==> src/rtl/clds_pkg.sv <==
// ----------------------------------------------------------------------------
// clds_pkg - shared types and constants for the character shadow refresh
// Sizes of the two-row cell store, bus byte codes, and the decimal digit split.
// ----------------------------------------------------------------------------
`default_nettype none

package clds_pkg;

	localparam int COLUMNS = 16;
	localparam int ROWS    = 2;
	localparam int CELLS   = ROWS * COLUMNS;
	localparam int IDX_W   = $clog2(CELLS);
	localparam int COL_W   = ($clog2(COLUMNS) > 4) ? $clog2(COLUMNS) : 4;

	localparam logic [7:0] DIRTY_MARK = 8'h80;
	localparam logic [7:0] CHAR_MASK  = 8'h7f;
	localparam logic [7:0] ROW0_CMD   = 8'h80;
	localparam logic [7:0] ROW1_CMD   = 8'hc0;
	localparam logic [7:0] DIGIT_ZERO = 8'h30;

	typedef struct packed {
		logic             en;
		logic [IDX_W-1:0] addr;
		logic [7:0]       data;
	} cell_wr_t;

	typedef struct packed {
		logic       is_data;
		logic [7:0] bus_byte;
		logic       last;
	} beat_t;

	// v / 10 for 8-bit v by reciprocal multiply, exact below 1029
	function automatic logic [4:0] div10(input logic [7:0] v);
		logic [15:0] p;
		p = 16'(v) * 16'd205;
		return p[15:11];
	endfunction

	function automatic logic [3:0] mod10(input logic [7:0] v);
		logic [4:0] q;
		logic [7:0] r;
		q = div10(v);
		r = v - ({3'd0, q} << 3) - ({3'd0, q} << 1);
		return r[3:0];
	endfunction

endpackage

`default_nettype wire

==> src/rtl/clds_cell_file.sv <==
// ----------------------------------------------------------------------------
// clds_cell_file - two-row cell store
// One write port, one registered read port; all cells clear and clean at reset.
// ----------------------------------------------------------------------------
`default_nettype none

module clds_cell_file (
	input  wire logic                      clk,
	input  wire logic                      arst_n,
	input  wire clds_pkg::cell_wr_t        wr,
	input  wire logic [clds_pkg::IDX_W-1:0] rd_addr,
	output logic [7:0]                     rd_data_q
);

	logic [7:0] cell_q [clds_pkg::CELLS];

	always_ff @(posedge clk or negedge arst_n) begin
		if (!arst_n) begin
			for (int i = 0; i < clds_pkg::CELLS; i++) begin
				cell_q[i] <= '0;
			end
		end else if (wr.en) begin
			cell_q[wr.addr] <= wr.data;
		end
	end

	always_ff @(posedge clk) begin
		rd_data_q <= cell_q[rd_addr];
	end

endmodule

`default_nettype wire

==> src/rtl/clds_ctrl.sv <==
// ----------------------------------------------------------------------------
// clds_ctrl - write and refresh sequencer
// Walks cells through one read/compare unit: writes compare and mark dirty,
// the refresh scan clears marks and hands out command and data beats.
// ----------------------------------------------------------------------------
`default_nettype none

module clds_ctrl (
	input  wire logic                       clk,
	input  wire logic                       arst_n,
	input  wire logic                       in_valid,
	output logic                            in_ready,
	input  wire logic [1:0]                 func,
	input  wire logic                       row,
	input  wire logic [3:0]                 column,
	input  wire logic [7:0]                 char_value,
	output clds_pkg::cell_wr_t              wr,
	output logic [clds_pkg::IDX_W-1:0]      rd_addr,
	input  wire logic [7:0]                 rd_data,
	input  wire logic                       out_free,
	output logic                            out_load,
	output clds_pkg::beat_t                 out_beat
);

	localparam logic [1:0] FUNC_CHAR    = 2'd0;
	localparam logic [1:0] FUNC_DEC     = 2'd1;
	localparam logic [1:0] FUNC_REFRESH = 2'd2;

	localparam logic [clds_pkg::IDX_W-1:0] ROW1_BASE = clds_pkg::IDX_W'(clds_pkg::COLUMNS);
	localparam logic [clds_pkg::COL_W-1:0] COL_LAST  = clds_pkg::COL_W'(clds_pkg::COLUMNS - 1);

	typedef enum logic [2:0] {
		ST_IDLE,
		ST_WR_RD,
		ST_WR_CMP,
		ST_SC_RD,
		ST_SC_CHK,
		ST_SC_PEND,
		ST_SC_CMD,
		ST_SC_END
	} state_t;

	state_t                     state_q;
	logic                       row_q;
	logic [clds_pkg::COL_W-1:0] col_q;
	logic [7:0]                 val_q;
	logic [7:0]                 tens_q;
	logic                       second_q;
	logic [6:0]                 cur_char_q;
	logic [6:0]                 pend_char_q;
	logic                       pend_q;

	logic       accept;
	logic       first_ok;
	logic       second_ok;
	logic [7:0] in_val;
	logic [7:0] in_tens;
	logic       at_last_cell;
	logic       differs;

	assign in_ready = (state_q == ST_IDLE);
	assign accept   = in_valid && in_ready;

	assign first_ok  = 32'(column) < 32'(clds_pkg::COLUMNS);
	assign second_ok = (func == FUNC_DEC) && (column != 4'd0)
		&& (32'(column) <= 32'(clds_pkg::COLUMNS));
	assign in_tens   = clds_pkg::DIGIT_ZERO + 8'(clds_pkg::div10(char_value));
	assign in_val    = (func == FUNC_CHAR) ? char_value
		: clds_pkg::DIGIT_ZERO + 8'(clds_pkg::mod10(char_value));

	assign rd_addr      = (row_q ? ROW1_BASE : '0) + clds_pkg::IDX_W'(col_q);
	assign at_last_cell = row_q && (col_q == COL_LAST);
	assign differs      = (rd_data != val_q);

	// the single compare unit decides every store update
	always_comb begin
		wr.addr = rd_addr;
		wr.en   = 1'b0;
		wr.data = rd_data & clds_pkg::CHAR_MASK;
		if (state_q == ST_WR_CMP) begin
			wr.en   = differs;
			wr.data = val_q | clds_pkg::DIRTY_MARK;
		end else if (state_q == ST_SC_CHK) begin
			wr.en = rd_data[7];
		end
	end

	always_comb begin
		out_load = 1'b0;
		out_beat = '0;
		unique case (state_q)
			ST_SC_PEND, ST_SC_END: begin
				out_load          = out_free && pend_q;
				out_beat.is_data  = 1'b1;
				out_beat.bus_byte = {1'b0, pend_char_q};
				out_beat.last     = (state_q == ST_SC_END);
			end
			ST_SC_CMD: begin
				out_load          = out_free;
				out_beat.bus_byte = (row_q ? clds_pkg::ROW1_CMD : clds_pkg::ROW0_CMD)
					+ 8'(col_q);
			end
			default: begin
				out_load = 1'b0;
			end
		endcase
	end

	always_ff @(posedge clk or negedge arst_n) begin
		if (!arst_n) begin
			state_q     <= ST_IDLE;
			row_q       <= 1'b0;
			col_q       <= '0;
			val_q       <= '0;
			tens_q      <= '0;
			second_q    <= 1'b0;
			cur_char_q  <= '0;
			pend_char_q <= '0;
			pend_q      <= 1'b0;
		end else begin
			unique case (state_q)
				ST_IDLE: begin
					if (accept) begin
						tens_q <= in_tens;
						pend_q <= 1'b0;
						if (func == FUNC_REFRESH) begin
							row_q    <= 1'b0;
							col_q    <= '0;
							second_q <= 1'b0;
							state_q  <= ST_SC_RD;
						end else if (func == FUNC_CHAR || func == FUNC_DEC) begin
							row_q <= row;
							if (first_ok) begin
								col_q    <= clds_pkg::COL_W'(column);
								val_q    <= in_val;
								second_q <= second_ok;
								state_q  <= ST_WR_RD;
							end else if (second_ok) begin
								// ones column off the display, tens still lands
								col_q    <= clds_pkg::COL_W'(column) - clds_pkg::COL_W'(1);
								val_q    <= in_tens;
								second_q <= 1'b0;
								state_q  <= ST_WR_RD;
							end
						end
					end
				end
				ST_WR_RD: begin
					state_q <= ST_WR_CMP;
				end
				ST_WR_CMP: begin
					if (second_q) begin
						second_q <= 1'b0;
						col_q    <= col_q - clds_pkg::COL_W'(1);
						val_q    <= tens_q;
						state_q  <= ST_WR_RD;
					end else begin
						state_q <= ST_IDLE;
					end
				end
				ST_SC_RD: begin
					state_q <= ST_SC_CHK;
				end
				ST_SC_CHK: begin
					if (rd_data[7]) begin
						cur_char_q <= rd_data[6:0];
						state_q    <= pend_q ? ST_SC_PEND : ST_SC_CMD;
					end else if (at_last_cell) begin
						state_q <= ST_SC_END;
					end else begin
						if (col_q == COL_LAST) begin
							row_q <= 1'b1;
							col_q <= '0;
						end else begin
							col_q <= col_q + clds_pkg::COL_W'(1);
						end
						state_q <= ST_SC_RD;
					end
				end
				ST_SC_PEND: begin
					// previous data beat goes out once a later dirty cell is known
					if (out_free) begin
						state_q <= ST_SC_CMD;
					end
				end
				ST_SC_CMD: begin
					if (out_free) begin
						pend_q      <= 1'b1;
						pend_char_q <= cur_char_q;
						if (at_last_cell) begin
							state_q <= ST_SC_END;
						end else begin
							if (col_q == COL_LAST) begin
								row_q <= 1'b1;
								col_q <= '0;
							end else begin
								col_q <= col_q + clds_pkg::COL_W'(1);
							end
							state_q <= ST_SC_RD;
						end
					end
				end
				ST_SC_END: begin
					if (!pend_q || out_free) begin
						pend_q  <= 1'b0;
						state_q <= ST_IDLE;
					end
				end
				default: begin
					state_q <= ST_IDLE;
				end
			endcase
		end
	end

endmodule

`default_nettype wire

==> src/rtl/char_lcd_dirty_shadow_refresh.sv <==
// ----------------------------------------------------------------------------
// char_lcd_dirty_shadow_refresh - dirty-marked shadow store for a character LCD
// Input beats write characters or two-digit numbers into a two-row store;
// a refresh beat streams position commands and characters of dirty cells.
//
// s_* channel: one beat per operation, s_tuser selects character write,
// decimal write or refresh. s_tready is high only while the sequencer idles.
// m_* channel: one beat per bus byte, m_tuser flags a data byte, m_tlast
// marks the final byte of a refresh. Writes produce no m_* beats.
// A character write keeps s_tready low while its cell is read and
// compared, a decimal write while its ones and tens cells are (only the
// ones cell at column 0). A refresh reads the cells one at a time, and a
// dirty cell adds the states for its beats. The pace is set by the single
// read/compare path of the cell store.
// A single output register holds the next beat; while m_tready is low the
// scan halts at the next beat it wants to send and s_tready stays low.
// Reset (arst_n low) clears all cells to zero, clean, and drops m_tvalid.
// ----------------------------------------------------------------------------
`default_nettype none

module char_lcd_dirty_shadow_refresh (
	input  wire logic        clk,
	input  wire logic        arst_n,
	input  wire logic        s_tvalid,
	output logic             s_tready,
	input  wire logic [15:0] s_tdata,   // row[0], column[4:1], char_value[12:5], zero fill
	input  wire logic [1:0]  s_tuser,   // func[1:0]
	output logic             m_tvalid,
	input  wire logic        m_tready,
	output logic [7:0]       m_tdata,   // bus_byte[7:0]
	output logic             m_tuser,   // is_data
	output logic             m_tlast
);

	clds_pkg::cell_wr_t               wr;
	logic [clds_pkg::IDX_W-1:0]       rd_addr;
	logic [7:0]                       rd_data;
	logic                             out_free;
	logic                             out_load;
	clds_pkg::beat_t                  out_beat;
	clds_pkg::beat_t                  beat_q;
	logic                             m_tvalid_q;

	clds_cell_file u_cell_file (
		.clk       (clk),
		.arst_n    (arst_n),
		.wr        (wr),
		.rd_addr   (rd_addr),
		.rd_data_q (rd_data)
	);

	clds_ctrl u_ctrl (
		.clk        (clk),
		.arst_n     (arst_n),
		.in_valid   (s_tvalid),
		.in_ready   (s_tready),
		.func       (s_tuser),
		.row        (s_tdata[0]),
		.column     (s_tdata[4:1]),
		.char_value (s_tdata[12:5]),
		.wr         (wr),
		.rd_addr    (rd_addr),
		.rd_data    (rd_data),
		.out_free   (out_free),
		.out_load   (out_load),
		.out_beat   (out_beat)
	);

	// output register frees up in the same cycle its beat is taken
	assign out_free = !m_tvalid_q || m_tready;

	always_ff @(posedge clk or negedge arst_n) begin
		if (!arst_n) begin
			m_tvalid_q <= 1'b0;
		end else if (out_load) begin
			m_tvalid_q <= 1'b1;
		end else if (m_tready) begin
			m_tvalid_q <= 1'b0;
		end
	end

	always_ff @(posedge clk) begin
		if (out_load) begin
			beat_q <= out_beat;
		end
	end

	assign m_tvalid = m_tvalid_q;
	assign m_tdata  = beat_q.bus_byte;
	assign m_tuser  = beat_q.is_data;
	assign m_tlast  = beat_q.last;

endmodule

`default_nettype wire

==> config.mk <==
export PLATFORM = sky130hd
export DESIGN_NAME = char_lcd_dirty_shadow_refresh
export DESIGN_NICKNAME = d
export VERILOG_FILES = /design/src/rtl/clds_pkg.sv /design/src/rtl/clds_cell_file.sv /design/src/rtl/clds_ctrl.sv /design/src/rtl/char_lcd_dirty_shadow_refresh.sv
export SDC_FILE = /design/constraint.sdc
export NUM_CORES = 1
export LEC_CHECK = 0
export BUFFER_PORTS_ARGS = -buffer_cell sky130_fd_sc_hd__buf_2
export CAP_MARGIN = 20
export CORE_ASPECT_RATIO = 0.7
export CORE_UTILIZATION = 45
export CTS_CLUSTER_DIAMETER = 120
export DETAILED_ROUTE_END_ITERATION = 10
export PLACE_DENSITY = 0.65
export SLEW_MARGIN = 20
export SYNTH_ARGS = -nofsm -noshare
export SYNTH_HDL_FRONTEND = slang
export SYNTH_SLANG_ARGS = --single-unit
==> constraint.sdc <==
create_clock -name clk -period 3.3 [get_ports clk]
set_input_delay 0.165 -clock clk [delete_from_list [all_inputs] [get_ports clk]]
set_output_delay 0.165 -clock clk [all_outputs]
set_load 0.02 [all_outputs]
Word-level counts from Yosys, hierarchy flattened
Index checks and enable logic that the tools add are counted.
{"block": "op_classes", "n_addsub": 8, "mul": 1, "order_cmp": 2, "n_eq_ne": 20, "muxes": 58, "bitwise": 1, "n_reduce_logical": 28}
{"cell": "$bwmux 256", "count": 1}
{"cell": "$mux 8", "count": 9}
{"cell": "$bmux 8 s5", "count": 1}
{"cell": "$demux 8 s5", "count": 1}
{"cell": "$mux 4", "count": 8}
{"cell": "$pmux 8 s2", "count": 2}
{"cell": "$mux 3", "count": 8}
{"cell": "$pmux 3 s8", "count": 1}
{"cell": "$mux 1", "count": 19}
{"cell": "$mul 8x8->16 const B", "count": 1}
{"cell": "$pmux 4 s4", "count": 1}
{"cell": "$reduce_and 5->1", "count": 3}
{"cell": "$eq 3x3->1 const B", "count": 4}
{"cell": "$ne 2x2->1 const B", "count": 5}
{"cell": "$add 8x4->8", "count": 1}
{"cell": "$ne 8x8->1", "count": 1}
{"cell": "$reduce_bool 4->1", "count": 2}
{"cell": "$sub 4x4->4", "count": 2}
{"cell": "$add 6x4->7 const A", "count": 1}
{"cell": "$add 6x5->7 const A", "count": 1}
{"cell": "$mux 7", "count": 1}
{"cell": "$eq 3x2->1 const B", "count": 2}
{"cell": "$ge 6x6->1 const B", "count": 1}
{"cell": "$lt 6x1->1 const B", "count": 1}
{"cell": "26 further kinds", "count": 41}
{"block": "totals", "ff_bits": 315, "in_bits": 22, "output_inout_bits": 12, "word_cells": 164}

Depth between registers and ports, before layout
{"block": "logic_depth", "ltp_word": 9, "ltp_mapped": 20, "depth_no_buf": 20}

Modules after synthesis
From an unflattened synthesis, not the netlist that was laid out.
{"block": "unflattened", "hier_cells": 1088, "hier_area_um2": 15498.6}
{"module": "clds_cell_file", "instances": 1, "cells_each": 707, "area_per_inst_um2": 11808.8, "seq_area_each_um2": 6566.3}
{"module": "clds_ctrl", "instances": 1, "cells_each": 368, "area_per_inst_um2": 3342.0, "seq_area_each_um2": 950.9}
{"module": "char_lcd_dirty_shadow_refresh", "instances": 1, "cells_each": 13, "area_per_inst_um2": 347.8, "seq_area_each_um2": 325.3}

Worst setup path before layout
No wires, ideal clock.
{"block": "synth_timing", "path_kind": "input port to flip-flop", "start": "input s_tdata[6]", "end": "register u_ctrl.val_q[3]", "setup_time_ps": 95, "arrival_ps": 4175, "t_required_ps": 3205, "slack_ps": -970, "path_stages": 18, "path_buffers": 0, "cell_sequence": "ha_1 xor2_1 ha_1 fa_1 inv_1 fa_1 inv_1 ha_1 a2111oi_0 o21ai_1 o21ai_0 inv_1 a21oi_1 xnor2_1 ha_1 xor2_1 xnor3_1 o31ai_1"}
{"block": "synth_via", "elab_chain_len": 9}
{"element": "start: declaration", "line": "char_lcd_dirty_shadow_refresh.sv:26", "text": "input wire logic [15:0] s_tdata,"}
{"element": "$mul 8x8->16"}
{"element": "$sub 4x4->4", "line": "clds_pkg.sv:44", "text": "r = v - ({3'd0, q} << 3) - ({3'd0, q} << 1);"}
{"element": "$sub 4x4->4 *", "line": "clds_pkg.sv:44"}
{"element": "$add 6x4->7 *", "line": "clds_ctrl.sv:69", "text": ": clds_pkg::DIGIT_ZERO + 8'(clds_pkg::mod10(char_value));"}
{"element": "$mux 8 *", "line": "clds_ctrl.sv:68", "text": "assign in_val = (func == FUNC_CHAR) ? char_value"}
{"element": "$mux 8 *", "line": "clds_ctrl.sv:131", "text": "end else if (func == FUNC_CHAR || func == FUNC_DEC) begin"}
{"element": "$mux 8 *", "line": "clds_ctrl.sv:126", "text": "if (func == FUNC_REFRESH) begin"}
{"element": "$mux 8 *", "line": "clds_ctrl.sv:123", "text": "if (accept) begin"}
{"element": "$pmux 8 s2 *", "line": "clds_ctrl.sv:121", "text": "unique case (state_q)"}
{"element": "end signal: assignment", "line": "clds_ctrl.sv:135", "text": "val_q <= in_val;"}
{"element": "end signal: assignment", "line": "clds_ctrl.sv:141", "text": "val_q <= in_tens;"}
{"element": "end signal: assignment", "line": "clds_ctrl.sv:155", "text": "val_q <= tens_q;"}
{"element": "end: declaration", "line": "clds_ctrl.sv:46", "text": "logic [7:0] val_q;"}
Every way passes the cells marked *; elsewhere a longest branch is shown, timed or not. The select of a mux whose other input is x is not followed.
A chain may end at the register's enable or synchronous reset.

Final worst setup path
Ends and elaborated chain as after synthesis.

==> results.md <==
- Largest net degree at the start of global routing: 97
- Most area-consuming cells after synthesis: sky130_fd_sc_hd__dfrtp_1, sky130_fd_sc_hd__mux2_1, sky130_fd_sc_hd__mux4_2, sky130_fd_sc_hd__ha_1, sky130_fd_sc_hd__edfxtp_1
- Number of global-route vias before repair: 9,484
- Number of max-cap violations: 0
- Top FF cell, synth: sky130_fd_sc_hd__dfrtp_1
- Fraction of registers with async set or reset after synthesis: 94.2%
- Area share of the largest cell type after synthesis: 48.0%
- Fraction of power spent switching nets: 35.0%
- Total global-route track usage: 21.1%
- Overall routed net length: 35,200 um
- Drt wl/cell: 21.7 um
- Post-DP HPWL: 23,800 um
- Post-Syn Instances: 1,099
- Required time of the critical path: 3.75 ns
- Routability Congestion: 0.880
- Area of combinational cells with multiple inputs: 7390 um^2
- Wire length of the first global-routing pass: 56,500 um
- IO Port Bufs: 30
- Worst slew pin tran: 0.759 ns
- Depth of the CTS H-tree: 1
- Post-synth top area cell: sky130_fd_sc_hd__dfrtp_1
- Filler cell count: 2,796
- Number of failing hold endpoints at the final stage: 0
- Violated checks: setup timing
- Maximum buffer depth of the clock tree: 3
- Syn_area_per_cell: 14.0 um^2
- Area growth, synth to finish: 14.7%
- Internal portion of total power: 8670 uW
- Top library cells by usage in the layout, fill and taps aside: sky130_fd_sc_hd__dfrtp_1, sky130_fd_sc_hd__mux2_1, sky130_fd_sc_hd__buf_4
- Total non-filler cell area in the finished layout: 17,700 um^2
- Proportion of power drawn by combinational gates: 33.8%
- Count of yosys warnings during synthesis: 0
- DR vias: 9,288
- Worst voltage drop across the vdd grid: 0.420 mV
- Largest fanout of any net on the critical path: 4
- Run status: finished with violations
- Net switching component of the power: 4660 uW
- Number of remaining DRC errors: 0
- Syn_nets: 1,182
- Cell chosen for the clock root: sky130_fd_sc_hd__clkbuf_16
- Final net count: 1,251
- Setup violations, final: 4
- Number of enable-type register cells in the synthesized netlist: 10
- Final period util: 112%
- Clock Skews: 0.0125 ns
- Count of distinct cell types in the synthesized netlist: 52
- Setup repair after global routing missed its margin: yes
- Synth Register Bits: 313
- Number of sinks on the clock net: 313
- Vertical die dimension: 157 um
- Overflow left after global routing: 0
- Starting density of the core: 45.9%
- Number of DRC violations after detailed-routing iteration 0: 753
- Global Route met2 Usage: 30.5%
- Clock edge transition at the registers on the reported setup and hold paths: 0.07 ns
- Standard cell core area: 33,600 um^2
- Max-Slew Margin vs Limit: 49.4%
- Power per Cell Area: 755 nW/um^2
- Ports placed on the boundary: 34
- Worst hold slack across all endpoints: 0.0407 ns
- Worst setup slack after layout: -0.394 ns
- DIE AREA: 35,000 um^2
- Type of the worst setup path: input port to flop
- Arr. time, crit path: 4.15 ns
- Most common cell after layout, fill and taps aside: sky130_fd_sc_hd__dfrtp_1
- Total standard cell area after synthesis: 15,400 um^2
- Average vias per placed instance: 5.72
- TritonCTS clock tree: yes
- Fraction of layout instances using a drive strength above 1: 25.5%
- Type of destination of the critical path: flop
- Count of pins over their slew limit: 0
- Seq/Total Area, Yosys: 51.0%
- Number of antenna violations at the first check in global routing: 0
- Classification of the worst-slack hold path: input port to flop
- Seq. cell area: 7850 um^2
- Max Clk Rate: 271 MHz
- Row Count: 56
- Area post-placement: 16,400 um^2
- Die W: 223 um
- Global-route layer with the greatest usage: met1
- Standby leakage power: 0.00879 uW
- Final worst path period need: 3.69 ns
- First-pass detailed-route iteration total: 4
- Crit start category: input port
- Clock power frac: 25.4%
- Overall power after layout: 13,300 uW
- Sequential share of power: 40.9%
- Global-route track usage on met3: 4.52%
- Worst-skew pair later-pin latency: 0.56 ns
- Number of buffers created by CTS: 29
- Met1 demand-to-capacity share in global routing: 32.4%
- Residual antenna-violating net count after detailed routing: 0
cell type report:
type	instances	share of cell area [%]
clock inverter	8	0.525
timing repair buffer	108	4.62
tap	435	3.08
antenna	1	0.0142
inverter	25	0.532
clock buffer	44	4.88
sequential	313	44.5
multi-input combinational	691	41.9
cell usage after synthesis (4+ instances only):
| library cell | instances |
|---|---|
| sky130_fd_sc_hd__o211ai_1 | 6 |
| sky130_fd_sc_hd__nand2_2 | 22 |
| sky130_fd_sc_hd__nand2_1 | 55 |
| sky130_fd_sc_hd__fa_1 | 10 |
| sky130_fd_sc_hd__buf_1 | 5 |
| sky130_fd_sc_hd__buf_4 | 4 |
| sky130_fd_sc_hd__nor2b_1 | 6 |
| sky130_fd_sc_hd__o22ai_1 | 5 |
| sky130_fd_sc_hd__a22o_1 | 6 |
| sky130_fd_sc_hd__mux4_2 | 64 |
| sky130_fd_sc_hd__ha_1 | 51 |
| sky130_fd_sc_hd__nand2b_1 | 6 |
| sky130_fd_sc_hd__o31ai_1 | 4 |
| sky130_fd_sc_hd__mux2_2 | 24 |
| sky130_fd_sc_hd__buf_2 | 12 |
| sky130_fd_sc_hd__mux2_1 | 248 |
| sky130_fd_sc_hd__nor2_1 | 18 |
| sky130_fd_sc_hd__nor3_1 | 4 |
| sky130_fd_sc_hd__clkbuf_1 | 49 |
| sky130_fd_sc_hd__dfxtp_1 | 8 |
| sky130_fd_sc_hd__and2_1 | 4 |
| sky130_fd_sc_hd__nand3_1 | 5 |
| sky130_fd_sc_hd__a21oi_1 | 25 |
| sky130_fd_sc_hd__a22oi_1 | 34 |
| sky130_fd_sc_hd__edfxtp_1 | 10 |
| sky130_fd_sc_hd__inv_1 | 25 |
| sky130_fd_sc_hd__nand4_1 | 9 |
| sky130_fd_sc_hd__dfrtp_1 | 295 |
| sky130_fd_sc_hd__o21ai_0 | 19 |
| sky130_fd_sc_hd__xor2_1 | 18 |
| sky130_fd_sc_hd__nand2_4 | 9 |
| sky130_fd_sc_hd__and3_1 | 7 |
worst max-delay path: stages:
cell and delay, ns:
sky130_fd_sc_hd__buf_12 0.11, sky130_fd_sc_hd__ha_4 0.25, sky130_fd_sc_hd__xor2_2 0.17, sky130_fd_sc_hd__ha_1 0.29
sky130_fd_sc_hd__fa_1 0.51, sky130_fd_sc_hd__inv_2 0.04, sky130_fd_sc_hd__fa_2 0.52, sky130_fd_sc_hd__inv_2 0.05
sky130_fd_sc_hd__ha_4 0.16, sky130_fd_sc_hd__a2111oi_4 0.26, sky130_fd_sc_hd__o21ai_1 0.13, sky130_fd_sc_hd__o21ai_1 0.21
sky130_fd_sc_hd__inv_1 0.07, sky130_fd_sc_hd__a21oi_2 0.17, sky130_fd_sc_hd__xnor2_2 0.16, sky130_fd_sc_hd__ha_4 0.18
sky130_fd_sc_hd__xor2_2 0.14, sky130_fd_sc_hd__xnor3_1 0.34, sky130_fd_sc_hd__o31ai_1 0.21
registers in the layout, indices dropped and copies added, names as in the netlist, 4 cells and up:
signal	count
m_tdata	8
u_cell_file.cell_q	256
u_cell_file.rd_data_q	8
u_ctrl.col_q	4
u_ctrl.cur_char_q	7
u_ctrl.pend_char_q	7
u_ctrl.tens_q	6
u_ctrl.val_q	8
metal layers:
layer  part of all wire (%)  vias up
li1                       -     4183
met1                     51     4867
met2                     42      189
met3                    5.7       49
met4                    1.6        0
met5                      0        -
power groups by stage:
stage	Sequential, uW	Combinational, uW	Clock, uW
4_1_cts	5440	4460	3460
2_1_floorplan	5110	3190	0
3_5_place_dp	5510	4340	0
3_3_place_gp	5470	4250	0
5_1_grt	5560	4910	3620
6_report	5450	4500	3380
cells by family after synthesis:
kind of cell,count (synthesis),synth area share (%)
simple gates,156,5.50
compound gates,116,4.97
buf+inv,95,2.51
xor+xnor,22,1.34
fa+ha+maj,61,5.45
flops,313,51.0
mux,336,29.3
stage by stage:
step	std cells	worst slack, ns	setup TNS, ns	util [%]
6_report	1625	-0.394	-0.908	52.6
5_1_grt	1624	-0.569	-1.91	52.6
4_1_cts	1625	-0.421	-1.22	52.4
3_5_place_dp	1563	-1.17	-6.35	49.0
3_3_place_gp	1563	-1.00	-5.53	49.0
2_1_floorplan	1099	-0.715	-1.76	-
what timing repair did:
action,in CTS,in global routing
endpoints found under the hold margin,97,0
buffers inserted,3,1
pin swaps,11,8
endpoints found under the setup margin,5,7
hold buffers,7,0
resized for setup,15,13
worst paths after layout:
check                                        from                 endpoint  slack, ns  depth (start not counted)
worst max-delay path                   s_tdata[6]          u_ctrl.val_q[3]      -0.39                         19
worst min-delay path                     s_tvalid            u_ctrl.pend_q       0.04                          4
worst max register to register  u_ctrl.state_q[2]    u_ctrl.pend_char_q[5]       0.61                          5
worst min register to register   u_ctrl.tens_q[0]         u_ctrl.tens_q[0]       0.48                          2
max in group asynchronous                  arst_n   u_cell_file.cell_q[39]       2.06                          3
min in group asynchronous                  arst_n  u_cell_file.cell_q[199]       0.19                          2
Note: power is estimated with default switching activity, not from simulation.
